### src/hw/rtl/fcs_pkg.sv
// fast cosine/sine unit: shared constants, function codes, stage types
// and fixed-point rounding helpers; no dependencies
`timescale 1ns / 1ps
`default_nettype none

package fcs_pkg;

   // default fraction widths of the angle and of the results
   localparam int ANGLE_FRAC_BITS_DEF  = 28;
   localparam int RESULT_FRAC_BITS_DEF = 30;

   // internal fraction width
   localparam int WF = 30;

   // function codes
   localparam logic [1:0] FUNC_SINE = 2'd1;
   localparam logic [1:0] FUNC_BOTH = 2'd2;

   // constants in internal q.30, Q60_ONE in q.60
   localparam logic signed [63:0] Q_ONE     = 64'sd1073741824;
   localparam logic signed [63:0] Q_HALF_PI = 64'sd1686629713;
   localparam logic signed [63:0] Q_PI      = 64'sd3373259426;
   localparam logic signed [63:0] Q_TWO_PI  = 64'sd6746518852;
   localparam logic signed [63:0] Q_CROSS   = 64'sd701577539;
   localparam logic signed [63:0] Q_M_HALF  = -64'sd536870912;
   localparam logic signed [63:0] Q_C24     = 64'sd44739243;
   localparam logic signed [63:0] Q_C6      = 64'sd178956971;
   localparam logic signed [63:0] Q_C120    = 64'sd8947849;
   localparam logic [63:0]        Q60_ONE   = 64'd1 << 60;

   // folded angle handed from the fold stages to the polynomial stages
   typedef struct packed {
      logic signed [31:0] x;      // a near zero, a - pi/2 otherwise
      logic               near0;
      logic               neg;
      logic [1:0]         func;
      logic               pos;    // sine sign for the combined mode
   } fold_out_type;

   // polynomial result with its sideband
   typedef struct packed {
      logic signed [31:0] c;
      logic [1:0]         func;
      logic               pos;
   } poly_out_type;

   // sideband that travels through the square root stages
   typedef struct packed {
      logic signed [31:0] first;
      logic [1:0]         func;
      logic               pos;
   } root_side_type;

   // q.30 product rounding: sign-magnitude, nearest, ties away from zero
   function automatic logic signed [63:0] qround(input logic signed [63:0] p);
      logic [63:0] m;
      m = p[63] ? 64'(-p) : 64'(p);
      m = (m + (64'd1 << (WF - 1))) >> WF;
      return p[63] ? -$signed(m) : $signed(m);
   endfunction

   // q.30 to output format with rounding on narrowing and 32-bit saturation
   function automatic logic signed [31:0] to_out(input logic signed [63:0] r,
                                                 input int sh);
      logic signed [95:0] w;
      logic [63:0]        m;
      logic [63:0]        half;
      m    = r[63] ? 64'(-r) : 64'(r);
      half = '0;
      if (sh >= 0) begin
         w = $signed({{32{r[63]}}, r}) <<< sh;
      end else begin
         half = 64'd1 << (-sh - 1);
         m    = (m + half) >> (-sh);
         w    = r[63] ? -$signed({32'd0, m}) : $signed({32'd0, m});
      end
      if (w > 96'sd2147483647) begin
         return 32'sh7fffffff;
      end
      if (w < -96'sd2147483648) begin
         return 32'sh80000000;
      end
      return w[31:0];
   endfunction

endpackage

`default_nettype wire

### src/hw/rtl/fcs_isqrt.sv
// fast cosine/sine unit: pipelined rounded square root of 1 - c^2,
// two result bits per stage; depends on fcs_pkg
`timescale 1ns / 1ps
`default_nettype none

module fcs_isqrt (
   input  wire logic                   clock,
   input  wire logic                   reset,
   input  wire logic                   en,
   input  wire logic                   in_valid,
   input  wire logic [63:0]            in_c2,
   input  wire fcs_pkg::root_side_type in_side,
   output logic                        out_valid,
   output logic [31:0]                 out_root,
   output fcs_pkg::root_side_type      out_side
);

   localparam int PER    = 2;
   localparam int STAGES = 32 / PER;
   localparam int RW     = 35;

   logic [63:0]            diff_in;
   logic [63:0]            rad_ff  [STAGES];
   logic [RW-1:0]          rem_ff  [STAGES+1];
   logic [31:0]            root_ff [STAGES+1];
   fcs_pkg::root_side_type side_ff [STAGES+1];
   logic                   vld_ff  [STAGES+1];

   assign diff_in = (in_c2 >= fcs_pkg::Q60_ONE) ? 64'd0 : fcs_pkg::Q60_ONE - in_c2;

   always_ff @(posedge clock) begin
      if (reset) begin
         vld_ff[0] <= 1'b0;
      end else if (en) begin
         vld_ff[0] <= in_valid;
      end
   end

   always_ff @(posedge clock) begin
      if (en) begin
         rad_ff[0]  <= diff_in;
         rem_ff[0]  <= '0;
         root_ff[0] <= '0;
         side_ff[0] <= in_side;
      end
   end

   for (genvar k = 0; k < STAGES; k++) begin : g_stage
      logic [63:0]   rad_c;
      logic [RW-1:0] rem_c;
      logic [31:0]   root_c;
      logic [RW-1:0] trial;

      // restoring digit recurrence, one radicand bit pair per step
      always_comb begin
         rad_c  = rad_ff[k];
         rem_c  = rem_ff[k];
         root_c = root_ff[k];
         trial  = '0;
         for (int i = 0; i < PER; i++) begin
            rem_c = {rem_c[RW-3:0], rad_c[63:62]};
            rad_c = {rad_c[61:0], 2'b00};
            trial = RW'({root_c, 2'b01});
            if (rem_c >= trial) begin
               rem_c  = rem_c - trial;
               root_c = {root_c[30:0], 1'b1};
            end else begin
               root_c = {root_c[30:0], 1'b0};
            end
         end
      end

      always_ff @(posedge clock) begin
         if (reset) begin
            vld_ff[k+1] <= 1'b0;
         end else if (en) begin
            vld_ff[k+1] <= vld_ff[k];
         end
      end

      always_ff @(posedge clock) begin
         if (en) begin
            rem_ff[k+1]  <= rem_c;
            root_ff[k+1] <= root_c;
            side_ff[k+1] <= side_ff[k];
         end
      end

      if (k + 1 < STAGES) begin : g_rad
         always_ff @(posedge clock) begin
            if (en) begin
               rad_ff[k+1] <= rad_c;
            end
         end
      end
   end

   // round to nearest: bump when the remainder exceeds the root
   assign out_root  = root_ff[STAGES] + 32'(rem_ff[STAGES] > RW'(root_ff[STAGES]));
   assign out_side  = side_ff[STAGES];
   assign out_valid = vld_ff[STAGES];

endmodule

`default_nettype wire

### config.mk
export PLATFORM = sky130hd
export DESIGN_NAME = fcs_isqrt
export DESIGN_NICKNAME = d
export VERILOG_FILES = /design/src/hw/rtl/fcs_pkg.sv /design/src/hw/rtl/fcs_isqrt.sv
export SDC_FILE = /design/constraint.sdc
export NUM_CORES = 2
export LEC_CHECK = 0
export BUFFER_PORTS_ARGS = -buffer_cell sky130_fd_sc_hd__buf_2
export CAP_MARGIN = 20
export CORE_MARGIN = 4
export CORE_UTILIZATION = 50
export CTS_CLUSTER_DIAMETER = 150
export DETAILED_ROUTE_END_ITERATION = 10
export GPL_ROUTABILITY_DRIVEN = 0
export GPL_TIMING_DRIVEN = 0
export PLACE_DENSITY = 0.66
export SLEW_MARGIN = 20
export SYNTH_ARGS = -nofsm -noshare
export SYNTH_HDL_FRONTEND = slang
export SYNTH_SLANG_ARGS = --single-unit
### constraint.sdc
create_clock -name clock -period 7.9 [get_ports clock]
set_input_delay 1.58 -clock clock [delete_from_list [all_inputs] [get_ports clock]]
set_output_delay 1.58 -clock clock [all_outputs]
set_load 0.1 [all_outputs]
==> metrics.txt <==
cell at the root of the clock tree=sky130_fd_sc_hd__clkbuf_16; DRC marker count from the first detailed-route iteration=7,158; filler cell count=17,809; layout net count=between 10,000 and 15,000; total routing resource utilization after global routing=21.7%; DR DRC count=0; Sequential Power Share=~36%; shortest period the worst path allows=roughly 7600 ps; Synth Area in XOR/XNOR=between 6 and 7%; overall die width=approximately 470 microns; final global-route overflow total=0; area fraction in compound gates after synthesis=a little over an eighth; number of H-tree levels=4; Synthesis Warnings=0; path type of the worst min-delay path=register to register; library cells used by synthesis=113; post-synthesis sequential element count=around 1,900; area of the die=approximately 220,000 sq um; initial cell density of the core=50.2%; area added between synthesis and finish=11.2%; antenna violations before repair=4; area taken by multi-input logic gates=45,300 sq um; clock buffers created by TritonCTS=204; wire length of the first global-routing pass=389 mm; Final HPWL DP=186 mm; share of synthesized area occupied by flip-flops and latches=54.6%; combinational family with the most area after synthesis=compound AO/OA/AOI/OAI gates; highest net fanout along the worst path=10; clk buf depth=3; Max stage delay on crit path=about 530 ps; Worst Clk Skew=just over 50 ps; combinational share of power=39.6%; Max transition margin=32.0%; fraction of power spent switching nets=36.1%; VDD IR max=roughly 240 uV; Setup crit start kind=register; count of flip-flops with a built-in enable after synthesis=1,936; fmax=0.132 GHz; Vert. Die Dim=470 microns; WP buf/inv=10; clock input transition at the sequential cells of the worst setup and hold paths=60 ps; status=finished clean; mean instance size in the synthesized netlist=between 10 and 15 sq um; routed wire length=~250 mm; remaining antenna violation count after routing=0; via/cell ratio=5.88; layout cells sized above 1=slightly below 9%; placeable core region=~210,000 sq um; count of vias placed by the detailed router=75,335; vias in the first global route=71,737; clock latency on the worst-skew pair=between 800 and 900 ps; TritonCTS Sinks=between 1,500 and 2,000; basic-gate share of the synthesized area counting and, or, nand and nor cells=between 10% and 20%; Power per Cell Area=334 nW/um^2; # IOs=171; CP Data Arrival Time=between 8000 and 9000 ps; Pre-Repair DR Iteration Count=6; part of the power in the clock network=between 20 and 25%; Fin. Hold Viols=0; Final period util=95.6%; Tightest Pin Transition=approximately 1000 ps; Static Leak=45.5 nW; post-synthesis mux area share=1.69%; count of buffers from port buffering=170; final core utilization=between 50% and 60%; largest net degree at the start of global routing=155; net switching power figure=approximately 14 mW; Std-Cell Rows=169; class of the most critical setup path=register to register; CTS tree=done; sort of element at the end of the critical path=register; average detailed-routed wire length per instance=19.3 microns; post-layout total power=39.6 mW; commonest cells after routing, fill and taps aside=sky130_fd_sc_hd__edfxtp_1, sky130_fd_sc_hd__nor2_1, sky130_fd_sc_hd__a21oi_1, sky130_fd_sc_hd__nand2_1, sky130_fd_sc_hd__ha_1; number of cells produced by synthesis=9,415; cell class contributing the biggest share of worst-path delay=buffers and inverters; area taken by flip-flops and latches=58,100 sq um; Internal Pwr Total=25.3 mW; Main synth FF type=sky130_fd_sc_hd__edfxtp_1; mapped cell area=between 100,000 and 150,000 sq um; number of pins exceeding their max-slew limit in the final report=0; Max-Cap Viols=0; most common cell after layout, fill and taps aside=sky130_fd_sc_hd__edfxtp_1; setup violators final=0; share of flip-flops with an asynchronous set or reset after synthesis=0%; area share of fa/ha/maj cells after synthesis=about 7%; Slowest cell on crit path=sky130_fd_sc_hd__a211oi_1; tightest hold margin=386 ps; unrepaired setup endpoints after global routing=false; required arrival time at the worst endpoint=between 8000 and 9000 ps
worst paths after layout:
path                             startpoint  slack (ps)                        to  cells past startpoint
setup / recovery  root_ff[0][424]$_DFFE_PP_         350  rem_ff[0][512]$_DFFE_PP_                     26
hold / removal     rad_ff[0][313]$_DFFE_PP_         390  rad_ff[0][381]$_DFFE_PP_                      0
setup reg to reg  root_ff[0][424]$_DFFE_PP_         350  rem_ff[0][512]$_DFFE_PP_                     26
hold reg to reg    rad_ff[0][313]$_DFFE_PP_         390  rad_ff[0][381]$_DFFE_PP_                      0
power by group through the flow:
stage	Combinational [mW]	Clock, mW	Sequential, mW
6_report	15.7	9.73	14.2
5_1_grt	17.2	10.5	14.3
4_1_cts	15.4	10.0	14.1
3_5_place_dp	15.3	0	14.3
3_3_place_gp	14.9	0	14.9
2_1_floorplan	11.8	0	14.0
registers in the layout (all words and copies together) (netlist names):
register,cells
side_ff,595
rad_ff,544
vld_ff,17
root_ff,272
rem_ff,508
worst reg2reg max path, cell delays in order (launching register included):
cell and delay (ps):
sky130_fd_sc_hd__edfxtp_1 480, sky130_fd_sc_hd__inv_1 160, sky130_fd_sc_hd__ha_1 240, sky130_fd_sc_hd__clkbuf_1 210, sky130_fd_sc_hd__a21oi_1 180, sky130_fd_sc_hd__o21ai_0 140, sky130_fd_sc_hd__a211oi_1 530, sky130_fd_sc_hd__o211ai_1 290
sky130_fd_sc_hd__a21o_1 230, sky130_fd_sc_hd__buf_2 210, sky130_fd_sc_hd__inv_2 220, sky130_fd_sc_hd__clkbuf_1 530, sky130_fd_sc_hd__o21ai_0 300, sky130_fd_sc_hd__ha_1 340, sky130_fd_sc_hd__clkbuf_1 310, sky130_fd_sc_hd__nand4_1 190
sky130_fd_sc_hd__nor2_1 280, sky130_fd_sc_hd__nand3_1 260, sky130_fd_sc_hd__nor4_1 360, sky130_fd_sc_hd__o21ai_0 270, sky130_fd_sc_hd__nor4b_1 230, sky130_fd_sc_hd__and2_1 160, sky130_fd_sc_hd__buf_4 190, sky130_fd_sc_hd__inv_2 130
sky130_fd_sc_hd__buf_2 320, sky130_fd_sc_hd__buf_2 360, sky130_fd_sc_hd__a21oi_1 150
cell families after synthesis:
family | count (synthesis)
other | 2
buffers and inverters | 810
flip-flops | 1936
multiplexers | 162
AO/OA/AOI/OAI | 2266
AND/OR/NAND/NOR | 2796
XOR/XNOR | 848
adder cells (fa/ha/maj) | 595
repair_timing:
| item | 4_1_cts | 5_1_grt |
|---|---|---|
| buffers inserted | 1 | 3 |
| endpoints found under the setup margin | 120 | 206 |
| hold buffers | 0 | 0 |
| pin swaps | 1 | 1 |
| resized for setup | 20 | 32 |
Yosys cell counts (100+ instances only):
cell / count / area (sq um)
sky130_fd_sc_hd__nand2_1: 674 / 2530
sky130_fd_sc_hd__xnor2_1: 559 / 4900
sky130_fd_sc_hd__nor3_1: 228 / 1140
sky130_fd_sc_hd__o21ai_0: 463 / 2320
sky130_fd_sc_hd__nor4_1: 100 / 626
sky130_fd_sc_hd__ha_1: 595 / 7440
sky130_fd_sc_hd__inv_1: 505 / 1900
sky130_fd_sc_hd__a21o_1: 293 / 2200
sky130_fd_sc_hd__nand4_1: 137 / 857
sky130_fd_sc_hd__a21oi_1: 700 / 3500
sky130_fd_sc_hd__mux2_2: 138 / 1550
sky130_fd_sc_hd__xor2_1: 289 / 2530
sky130_fd_sc_hd__nor2_1: 732 / 2750
sky130_fd_sc_hd__nand3_1: 201 / 1010
sky130_fd_sc_hd__clkbuf_1: 208 / 781
sky130_fd_sc_hd__o21a_1: 100 / 751
sky130_fd_sc_hd__edfxtp_1: 1936 / 58100
per-stage QoR:
| stage | TNS (ps) | setup WS, ps | cell area, sq um | instances |
|---|---|---|---|---|
| floorplan | 0 | 1480 | 107000 | 9419 |
| global placement | - | -25920 | 111000 | 12410 |
| detailed placement | -40040 | -1060 | 111000 | 12423 |
| CTS | 0 | 80.5 | 118000 | 12804 |
| global route | 0 | 11.0 | 118000 | 12806 |
| finish | 0 | 347 | 118000 | 12806 |
metal layers:
| layer | wire (microns) | vias to the layer above | global-route usage [%] |
|---|---|---|---|
| met5 | 53 | - | 0 |
| met3 | 16500 | 589 | 3.55 |
| li1 | - | 35974 | - |
| met1 | 111000 | 35906 | 30.2 |
| met2 | 111000 | 2862 | 34.0 |
| met4 | 9640 | 4 | 8.61 |
final cells by class:
cell class / instances / area share, %
inverter: 521 / 1.65
clock buffer: 234 / 4.44
clock inverter: 146 / 1.44
tap: 2821 / 2.98
multi-input combinational: 6673 / 38.3
timing repair buffer: 187 / 1.06
antenna: 2 / 0.00423
sequential: 1936 / 49.1
buffer: 286 / 1.08
Power figures use the tool's default switching activity.
