$ cat config.mk
export PLATFORM = sky130hd
export DESIGN_NAME = fcs_fold
export DESIGN_NICKNAME = d
export VERILOG_FILES = /design/src/hw/rtl/fcs_pkg.sv /design/src/hw/rtl/fcs_fold.sv
export SDC_FILE = /design/constraint.sdc
export NUM_CORES = 1
export LEC_CHECK = 0
export ABC_AREA = 0
export BUFFER_PORTS_ARGS = -buffer_cell sky130_fd_sc_hd__buf_2
export CAP_MARGIN = 20
export CORE_MARGIN = 4
export CORE_UTILIZATION = 49
export CTS_CLUSTER_DIAMETER = 80
export DETAILED_ROUTE_END_ITERATION = 7
export PLACE_DENSITY = 0.67
export SYNTH_ARGS = -nofsm -noshare
export SYNTH_HDL_FRONTEND = slang
export SYNTH_SLANG_ARGS = --single-unit
$ cat constraint.sdc
create_clock -name clock -period 5.3 [get_ports clock]
set_input_delay 0.265 -clock clock [delete_from_list [all_inputs] [get_ports clock]]
set_output_delay 0.265 -clock clock [all_outputs]
set_load 0.02 [all_outputs]
$ cat src/hw/rtl/fcs_pkg.sv
// fast cosine/sine unit: shared constants, function codes, stage types
// and fixed-point rounding helpers; no dependencies
`timescale 1ns / 1ps
`default_nettype none

package fcs_pkg;

   // default fraction widths of the angle and of the results
   localparam int ANGLE_FRAC_BITS_DEF  = 28;
   localparam int RESULT_FRAC_BITS_DEF = 30;

   // internal fraction width
   localparam int WF = 30;

   // function codes
   localparam logic [1:0] FUNC_SINE = 2'd1;
   localparam logic [1:0] FUNC_BOTH = 2'd2;

   // constants in internal q.30, Q60_ONE in q.60
   localparam logic signed [63:0] Q_ONE     = 64'sd1073741824;
   localparam logic signed [63:0] Q_HALF_PI = 64'sd1686629713;
   localparam logic signed [63:0] Q_PI      = 64'sd3373259426;
   localparam logic signed [63:0] Q_TWO_PI  = 64'sd6746518852;
   localparam logic signed [63:0] Q_CROSS   = 64'sd701577539;
   localparam logic signed [63:0] Q_M_HALF  = -64'sd536870912;
   localparam logic signed [63:0] Q_C24     = 64'sd44739243;
   localparam logic signed [63:0] Q_C6      = 64'sd178956971;
   localparam logic signed [63:0] Q_C120    = 64'sd8947849;
   localparam logic [63:0]        Q60_ONE   = 64'd1 << 60;

   // folded angle handed from the fold stages to the polynomial stages
   typedef struct packed {
      logic signed [31:0] x;      // a near zero, a - pi/2 otherwise
      logic               near0;
      logic               neg;
      logic [1:0]         func;
      logic               pos;    // sine sign for the combined mode
   } fold_out_type;

   // polynomial result with its sideband
   typedef struct packed {
      logic signed [31:0] c;
      logic [1:0]         func;
      logic               pos;
   } poly_out_type;

   // sideband that travels through the square root stages
   typedef struct packed {
      logic signed [31:0] first;
      logic [1:0]         func;
      logic               pos;
   } root_side_type;

   // q.30 product rounding: sign-magnitude, nearest, ties away from zero
   function automatic logic signed [63:0] qround(input logic signed [63:0] p);
      logic [63:0] m;
      m = p[63] ? 64'(-p) : 64'(p);
      m = (m + (64'd1 << (WF - 1))) >> WF;
      return p[63] ? -$signed(m) : $signed(m);
   endfunction

   // q.30 to output format with rounding on narrowing and 32-bit saturation
   function automatic logic signed [31:0] to_out(input logic signed [63:0] r,
                                                 input int sh);
      logic signed [95:0] w;
      logic [63:0]        m;
      logic [63:0]        half;
      m    = r[63] ? 64'(-r) : 64'(r);
      half = '0;
      if (sh >= 0) begin
         w = $signed({{32{r[63]}}, r}) <<< sh;
      end else begin
         half = 64'd1 << (-sh - 1);
         m    = (m + half) >> (-sh);
         w    = r[63] ? -$signed({32'd0, m}) : $signed({32'd0, m});
      end
      if (w > 96'sd2147483647) begin
         return 32'sh7fffffff;
      end
      if (w < -96'sd2147483648) begin
         return 32'sh80000000;
      end
      return w[31:0];
   endfunction

endpackage

`default_nettype wire

$ cat src/hw/rtl/fcs_fold.sv
// fast cosine/sine unit: four-stage angle conversion and range folding
// depends on fcs_pkg
`timescale 1ns / 1ps
`default_nettype none

module fcs_fold #(
   parameter int ANGLE_FRAC_BITS = fcs_pkg::ANGLE_FRAC_BITS_DEF
) (
   input  wire logic                 clock,
   input  wire logic                 reset,
   input  wire logic                 en,
   input  wire logic                 in_valid,
   input  wire logic [1:0]           in_func,
   input  wire logic signed [31:0]   in_angle,
   output logic                      out_valid,
   output fcs_pkg::fold_out_type     out_data
);

   localparam int SHL = (fcs_pkg::WF > ANGLE_FRAC_BITS) ? fcs_pkg::WF - ANGLE_FRAC_BITS : 0;
   localparam int SHR = (ANGLE_FRAC_BITS > fcs_pkg::WF) ? ANGLE_FRAC_BITS - fcs_pkg::WF : 0;
   localparam int VW  = 33 + SHL;

   logic signed [VW-1:0] v_in;
   logic signed [VW-1:0] vs_in;
   logic [VW-1:0]        mag_in;
   logic                 pos_in;
   logic [VW-1:0]        mag_ff;
   logic [63:0]          t2;
   logic [32:0]          a2_in;
   logic [32:0]          a2_ff;
   logic [31:0]          a3_in;
   logic [31:0]          a3_ff;
   logic [31:0]          a4;
   logic                 neg4;
   fcs_pkg::fold_out_type fo_in;
   fcs_pkg::fold_out_type fo_ff;
   logic [1:0]           func1_ff, func2_ff, func3_ff;
   logic                 pos1_ff, pos2_ff, pos3_ff;
   logic                 v1_ff, v2_ff, v3_ff, v4_ff;

   // stage 1: convert to q.30, shift by pi/2 for sine, take magnitude
   always_comb begin
      v_in   = (VW'(in_angle) <<< SHL) >>> SHR;
      vs_in  = (in_func == fcs_pkg::FUNC_SINE) ? v_in + VW'(fcs_pkg::Q_HALF_PI) : v_in;
      mag_in = vs_in[VW-1] ? VW'(-vs_in) : VW'(vs_in);
      if (64'(v_in) > fcs_pkg::Q_PI) begin
         pos_in = 1'b0;
      end else begin
         pos_in = (v_in > 0) || (64'(v_in) < -fcs_pkg::Q_PI);
      end
   end

   // stage 2: one 2pi subtraction, then clamp to 2pi
   always_comb begin
      t2 = 64'(mag_ff);
      if (t2 > 64'(fcs_pkg::Q_TWO_PI)) begin
         t2 = t2 - 64'(fcs_pkg::Q_TWO_PI);
      end
      if (t2 > 64'(fcs_pkg::Q_TWO_PI)) begin
         t2 = 64'(fcs_pkg::Q_TWO_PI);
      end
      a2_in = t2[32:0];
   end

   // stage 3: mirror about pi
   always_comb begin
      if (34'(a2_ff) > 34'(fcs_pkg::Q_PI)) begin
         a3_in = 32'(34'(fcs_pkg::Q_TWO_PI) - 34'(a2_ff));
      end else begin
         a3_in = a2_ff[31:0];
      end
   end

   // stage 4: mirror about pi/2, pick the expansion point
   always_comb begin
      if (33'(a3_ff) > 33'(fcs_pkg::Q_HALF_PI)) begin
         a4   = 32'(33'(fcs_pkg::Q_PI) - 33'(a3_ff));
         neg4 = 1'b1;
      end else begin
         a4   = a3_ff;
         neg4 = 1'b0;
      end
      fo_in.near0 = 33'(a4) < 33'(fcs_pkg::Q_CROSS);
      fo_in.x     = fo_in.near0 ? $signed(a4) : $signed(a4 - 32'(fcs_pkg::Q_HALF_PI));
      fo_in.neg   = neg4;
      fo_in.func  = func3_ff;
      fo_in.pos   = pos3_ff;
   end

   always_ff @(posedge clock) begin
      if (reset) begin
         v1_ff <= 1'b0;
         v2_ff <= 1'b0;
         v3_ff <= 1'b0;
         v4_ff <= 1'b0;
      end else if (en) begin
         v1_ff <= in_valid;
         v2_ff <= v1_ff;
         v3_ff <= v2_ff;
         v4_ff <= v3_ff;
      end
   end

   always_ff @(posedge clock) begin
      if (en) begin
         mag_ff   <= mag_in;
         func1_ff <= in_func;
         pos1_ff  <= pos_in;
         a2_ff    <= a2_in;
         func2_ff <= func1_ff;
         pos2_ff  <= pos1_ff;
         a3_ff    <= a3_in;
         func3_ff <= func2_ff;
         pos3_ff  <= pos2_ff;
         fo_ff    <= fo_in;
      end
   end

   assign out_valid = v4_ff;
   assign out_data  = fo_ff;

endmodule

`default_nettype wire

==> qor.csv, run 1 <==
stage;metric;value;unit
synth;main combinational cell family by area after synthesis;simple AND/OR/NAND/NOR gates;
drt;met2 routed WL;14500;um
critical_path;Worst setup SP type;flip-flop;
critical_path;CP Capture Type;flip-flop;
clock_tree;Clk pin slew, worst setup/hold paths;0.06;ns
drt;Starting DRT DRC Count;734;
synth;Synth Area per Inst;9.04;um2
drt;uppermost routed layer;met4;
layout;Layout Cells excl Fill;1635;
clock_tree;Max Buffers Root-to-Sink;2;
sta;Post-Route Skew;0.0124;ns
critical_path;R2R Path End;a2_ff[3]$_SDFFCE_PN0P_;
synth;Post-Synth Simple-Gate Area;0.210;
grt;initial antenna violation count;0;
critical_path;critical path required time;5.47;ns
drt;post-DR wirelength/cell;17.0;um
placement;routability cong.;0.942;
hold_path;class of the worst hold path;input pin to flip-flop;
pwr;Max VDD drop;0.000210;V
clock_tree;Root Driver;clkbuf_16;
layout;Final Net Count;1361;
sta;actual slew at the worst max-slew pin;0.898;ns
synth;Gate Count Post-Synth;1278;
sta;pins over their slew limit;0;
critical_path;worst r2r path cells;16;
synth;library cells used by synthesis;88;
clock_tree;TritonCTS clock tree;built;
run;max-cap viol count;0;
floorplan;DIE AREA;26100;um2
sta;RSZ-0062 raised after global routing;no;
synth;Synth Warn #;0;
clock_tree;Post-CTS Setup Repair Bufs;0;
sta;Fin Setup TNS;0;ns
synth;post-synthesis mux area share;0.0132;
layout;post-layout util;0.555;
grt;first-pass GRT wire length;45600;um
floorplan;IO Count;76;
critical_path;CP delay by family, top;compound AO/OA/AOI/OAI gates;
layout;layout cells sized above 1;0.123;
drt;Initial DRT Pass Iterations;5;
sta;final hold vios;0;
floorplan;Core Region;22900;um2
synth;register area share after synthesis;0.386;
critical_path;R2R Path Start;mag_ff[2]$_DFFE_PP_;
layout;fillers;2092;
critical_path;Crit Path Category;flip-flop to flip-flop;
synth;XOR/XNOR Fraction of Synth Area;0.133;
hold_path;Worst Hold Depth;1;
critical_path;Worst Path Arrival;4.97;ns
layout;n_diodes;0;
synth;Mapped Area;11600;um2
floorplan;die width;162;um
hold_path;hold-critical path endpoint;func1_ff[1]$_DFFE_PP_;
placement;post-DP HPWL;21300;um
critical_path;Most common cell on crit path;buf_4;
synth;Compound-Gate Fraction of Synth Area;0.200;
clock_tree;Inserted Clock Buffers;17;
placement;Placed Cells;1604;
floorplan;row count;55;
synth;async set or reset register ratio after synthesis;0;
grt;GRT Util Overall;0.212;
synth;register bit total from synthesis;150;
clock_tree;post-cts resize count;0;
grt;grt ovf;0;
grt;largest net degree at the start of global routing;84;
clock_tree;CTS Sinks;150;
sta;fmax;208;MHz
critical_path;Max stage delay on crit path;0.68;ns
drt;Routed Antenna Nets;0;
grt;vias in the first global route;9347;
sta;Final Critical Period;4.80;ns
layout;area delta synth->final;10.1;%
floorplan;Initial Utilization;0.504;
drt;metal3 WL;1140;um
clock_tree;Skew-Pair Late Insertion Delay;0.43;ns
synth;syn_nets;1329;
drt;Post-route DRC;0;
sta;crit share post-route;0.906;
synth;EDFF count, synth;146;
pwr;pwr/cell area;372;nW/um2
drt;routed vias;9857;
floorplan;Die Height;162;um
critical_path;R2R Setup Slk;0.50;ns
critical_path;crit-path max FO;18;
clock_tree;Post-CTS Hold Fix Bufs;0;
synth;top_reg_cell synth;edfxtp_1;
drt;WL final;27900;um
drt;via/cell ratio;6.03;
synth;Synth Area in Adders;0.0141;
outcome;outcome;finished clean;
critical_path;worst path bufs/invs;4;
clock_tree;H-tree levels;4;
sta;worst relative slew slack;0.394;
sta;endpoints failing setup;0;
placement;port bufs;75;
hold_path;hold wc startpoint;in_func[1];
pwr;Leak Pwr;4.44;nW
critical_path;CP cell instances;inv_1, ha_1, or3b_2, a221oi_2, buf_4, or3_1, a21oi_1, buf_4, a41oi_1, a21boi_0, a2111oi_0, o221a_2, o21a_1, nor2_2, buf_4, and3_1;
critical_path;Critical-path top delay cell;a2111oi_0;
drt;Routed met1 length;11300;um
==> through the flow <==
stage	hold slack (ns)	power, mW	setup WS [ns]	area [um2]
floorplan	0.337	3.14	1.20	11600
global placement	0.400	3.57	0.684	12200
detailed placement	0.405	3.60	0.618	12200
CTS	0.0144	4.75	0.593	12700
global route	0.00544	5.03	0.219	12700
finish	0.0287	4.74	0.500	12700
==> cell type report <==
| type | count | area, um2 | share of cell area |
|---|---|---|---|
| multi-input cells | 1003 | 6600 | 0.519 |
| flip-flops and latches | 150 | 4460 | 0.351 |
| repair buffers | 98 | 554 | 0.0436 |
| clock buffers | 18 | 429 | 0.0337 |
| well taps | 313 | 392 | 0.0308 |
| inverters | 40 | 150 | 0.0118 |
| clock inverters | 13 | 134 | 0.0105 |
==> registers in the layout, indices dropped and copies added, names as in the netlist <==
signal and count:
func1_ff 2, a2_ff 33, pos2_ff 1, out_valid 1
func3_ff 2, out_data 37, mag_ff 35, pos1_ff 1
v2_ff 1, v3_ff 1, pos3_ff 1, v1_ff 1
a3_ff 32, func2_ff 2
==> synth_stat cells, drive strengths merged (16+ instances only) <==
cell type	count	area, um2
nand2	100	375
o21a	16	120
edfxtp	146	4380
nor3	46	230
nor4	23	150
nor2	109	414
xor2	63	552
buf	18	87.6
a21oi	61	305
inv	40	150
nand3	36	180
and2	16	100
clkbuf	67	254
nand4	19	119
a31oi	20	125
xnor2	113	990
o21ai	84	424
and3	16	100
==> kinds of logic after synthesis <==
kind of cell | count (synthesis)
buf+inv | 125
flops | 150
simple gates | 463
fa+ha+maj | 13
mux | 15
compound gates | 335
other cells | 1
xor+xnor | 176
==> report_power, final <==
group	internal [mW]	switching (mW)	total, mW
logic	0.691	1.04	1.73
registers	1.63	0.219	1.85
clock network	0.687	0.465	1.15
==> worst max-delay path by stage <==
stage,start,to,slack [ns],cells past startpoint
6_report,mag_ff[2]$_DFFE_PP_,a2_ff[3]$_SDFFCE_PN0P_,0.50,16
5_1_grt,mag_ff[2]$_DFFE_PP_,a2_ff[3]$_SDFFCE_PN0P_,0.22,16
4_1_cts,mag_ff[2]$_DFFE_PP_,a2_ff[3]$_SDFFCE_PN0P_,0.59,16
3_5_place_dp,mag_ff[2]$_DFFE_PP_,a2_ff[3]$_SDFFCE_PN0P_,0.62,16
3_3_place_gp,mag_ff[2]$_DFFE_PP_,a2_ff[3]$_SDFFCE_PN0P_,0.68,15
2_1_floorplan,a3_ff[0]$_DFFE_PP_,out_data[20]$_DFFE_PP_,1.20,16
==> worst register-to-register path: stages, from the launching register on <==
cell,delay (ns)
edfxtp_1,0.54
inv_1,0.14
ha_1,0.26
or3b_2,0.55
a221oi_2,0.24
buf_4,0.19
or3_1,0.19
a21oi_1,0.23
buf_4,0.29
a41oi_1,0.21
a21boi_0,0.13
a2111oi_0,0.68
o221a_2,0.32
o21a_1,0.14
nor2_2,0.04
buf_4,0.19
and3_1,0.21
==> routing by layer <==
| metal | global-route usage | up-vias |
|---|---|---|
| met4 | 0.0915 | 0 |
| met5 | 0 | - |
| met2 | 0.391 | 296 |
| met1 | 0.245 | 4654 |
| li1 | - | 4844 |
| met3 | 0.0314 | 63 |
==> layout by cell type (no fill, tap or decap), drive strengths merged, types with 14 or more instances in the layout <==
master / count
buf: 98
inv: 41
o21a: 16
nor2: 109
o31ai: 14
nand4: 19
xnor2: 113
o21ai: 84
nand2: 100
or3: 14
and2: 16
clkbuf: 18
a21oi: 61
nor3: 46
edfxtp: 146
nor4: 23
nand2b: 14
and3: 16
nand3: 36
xor2: 63
a31oi: 20
Note: power is estimated with default switching activity, not from simulation.
==> inputs of run 2 (changes only) <==
==> constraint.sdc (replaced) <==
create_clock -name clock -period 5.3 [get_ports clock]
set_input_delay 1.06 -clock clock [delete_from_list [all_inputs] [get_ports clock]]
set_output_delay 1.06 -clock clock [all_outputs]
set_load 0.005 [all_outputs]
==> qor.csv, run 2 (same netlist as run 1, synthesis figures left out) <==
stage;metric;value;unit
outcome;outcome;finished clean;
clock_tree;Max Buffers Root-to-Sink;2;
critical_path;critical path required time;5.47;ns
layout;area delta synth->final;10.3;%
pwr;PnR Total Power;4.62;mW
placement;port bufs;75;
drt;via/cell ratio;5.97;
hold_path;hold-critical path endpoint;out_data[2]$_DFFE_PP_;
sta;WHS;0.418;ns
clock_tree;Inserted Clock Buffers;17;
critical_path;crit-path max FO;13;
floorplan;Core Region;22900;um2
pwr;part of the power in registers;0.401;
layout;max reg flops;37;
layout;layout cells sized above 1;0.122;
drt;Post-route DRC;0;
pwr;internal power;3.05;mW
critical_path;Max stage delay on crit path;0.60;ns
layout;Final Net Count;1362;
clock_tree;CTS Sinks;150;
grt;grt ovf;0;
layout;commonest non-fill, non-tap cell in the layout;edfxtp_1;
hold_path;Worst Hold Depth;0;
drt;WL final;27400;um
drt;Initial DRT Pass Iterations;7;
drt;post-DR wirelength/cell;16.8;um
clock_tree;TritonCTS clock tree;built;
drt;Starting DRT DRC Count;726;
run;max-cap viol count;0;
grt;initial antenna violation count;0;
sta;final hold vios;0;
critical_path;Crit Path Category;flip-flop to flip-flop;
critical_path;R2R Path Start;mag_ff[2]$_DFFE_PP_;
layout;n_diodes;0;
floorplan;DIE AREA;26100;um2
hold_path;class of the worst hold path;flip-flop to flip-flop;
pwr;combinational share of power;0.344;
critical_path;Critical-path top delay cell;a2111oi_0;
floorplan;IO Count;76;
clock_tree;Clk pin slew, worst setup/hold paths;0.06;ns
grt;largest net degree at the start of global routing;119;
clock_tree;H-tree levels;4;
clock_tree;Skew-Pair Late Insertion Delay;0.42;ns
pwr;NetSw;1.57;mW
grt;vias in the first global route;9254;
critical_path;Worst setup SP type;flip-flop;
drt;Routed Antenna Nets;0;
floorplan;row count;55;
layout;Layout Cells excl Fill;1637;
hold_path;hold wc startpoint;func3_ff[1]$_DFFE_PP_;
placement;DP Area;12100;um2
sta;worst relative slew slack;0.300;
drt;routed vias;9773;
pwr;sw frac;0.339;
sta;Post-Route Skew;0.0103;ns
sta;RSZ-0062 raised after global routing;no;
grt;first-pass GRT wire length;44800;um
floorplan;Initial Utilization;0.504;
pwr;Leak Pwr;4.46;nW
pwr;pwr/cell area;363;nW/um2
pwr;Clk pwr share;0.255;
layout;Multi-input gate area;6600;um2
sta;fmax;204;MHz
sta;pins over their slew limit;0;
floorplan;Die Height;162;um
critical_path;Worst Path Arrival;5.08;ns
critical_path;R2R Setup Slk;0.39;ns
sta;actual slew at the worst max-slew pin;1.05;ns
layout;fillers;2077;
critical_path;worst r2r path cells;14;
placement;routability cong.;0.927;
layout;post-route cell area;12700;um2
critical_path;R2R Path End;a2_ff[3]$_SDFFCE_PN0P_;
layout;register area;4460;um2
pwr;Max VDD drop;0.000194;V
grt;GRT Util Overall;0.208;
sta;Fin Setup TNS;0;ns
layout;most frequent cells in the layout;146 x edfxtp_1, 113 x xnor2_1, 107 x nor2_1;
sta;crit share post-route;0.927;
clock_tree;Root Driver;clkbuf_16;
floorplan;die width;162;um
placement;post-DP HPWL;20800;um
sta;endpoints failing setup;0;
critical_path;CP Capture Type;flip-flop;
placement;Placed Cells;1600;
sta;Final Critical Period;4.91;ns
critical_path;CP cell instances;inv_1, ha_1, or3b_2, a221oi_2, or3_1, a21oi_1, buf_4, a41oi_1, a21boi_0, a2111oi_0, o221a_2, o21a_1, nor2_2, and3_1;
[run 2: changes by cell type in the layout (fill, tap and decap cells not counted), moves of 2 or more]
cell        previous run  this run
clkbuf_1               1         4
clkinv_2               1         3
clkinv_4               3         1
clkinvlp_4             3         1
[run 2: routing by layer]
metal  share of wire  track usage  vias to the layer above
li1                -            -                     4844
met2            0.51        0.377                      353
met1            0.40        0.237                     4495
met3           0.050       0.0329                       81
met4           0.046        0.107                        0
met5               0            0                        -
[run 2: worst max-delay path by stage]
stage,end,startpoint,depth (start not counted),slack [ns]
floorplan,mag_ff[32]$_DFFE_PP_,in_angle[2],12,1.15
global placement,a2_ff[19]$_SDFFCE_PN1P_,mag_ff[2]$_DFFE_PP_,15,0.36
detailed placement,a2_ff[15]$_SDFFCE_PN1P_,mag_ff[2]$_DFFE_PP_,15,0.24
CTS,a2_ff[13]$_SDFFCE_PN1P_,mag_ff[2]$_DFFE_PP_,15,0.23
global route,a2_ff[19]$_SDFFCE_PN1P_,mag_ff[25]$_DFFE_PP_,14,0.15
finish,a2_ff[3]$_SDFFCE_PN0P_,mag_ff[2]$_DFFE_PP_,14,0.39
[run 2: area by class of cell]
type / count / area share
Inverter: 40 / 0.0118
Clock inverter: 11 / 0.0104
Clock buffer: 21 / 0.0346
Multi-Input combinational cell: 1003 / 0.518
Sequential cell: 150 / 0.350
Timing Repair Buffer: 99 / 0.0441
Tap cell: 313 / 0.0307
[run 2: metrics by stage]
step | utilization | worst slack [ns]
after floorplan | - | 1.15
after global placement | 0.529 | 0.359
after detailed placement | 0.529 | 0.242
after CTS | 0.554 | 0.231
after global routing | 0.556 | 0.148
final | 0.556 | 0.386
[run 2: what timing repair did]
| item | 4_1_cts | 5_1_grt |
|---|---|---|
| gates resized for setup | 0 | 1 |
| buffers inserted | 0 | 5 |
| setup endpoints to repair | 0 | 18 |
| hold buffers | 0 | 0 |
[run 2: critical path, delay by kind of cell, from the launching register on]
kind | cells | cell delay (ns)
flops | 1 | 0.54
compound gates | 7 | 2.23
simple gates | 4 | 1.20
fa+ha+maj | 1 | 0.28
buf+inv | 2 | 0.42
[run 2: power groups by stage]
stage               sequential [mW]  clock, mW  combinational [mW]
finish                         1.86       1.18                1.59
global route                   1.89       1.26                1.77
CTS                            1.85       1.20                1.58
detailed placement             1.87          0                1.58
global placement               1.87          0                1.55
floorplan                      1.77          0                1.24
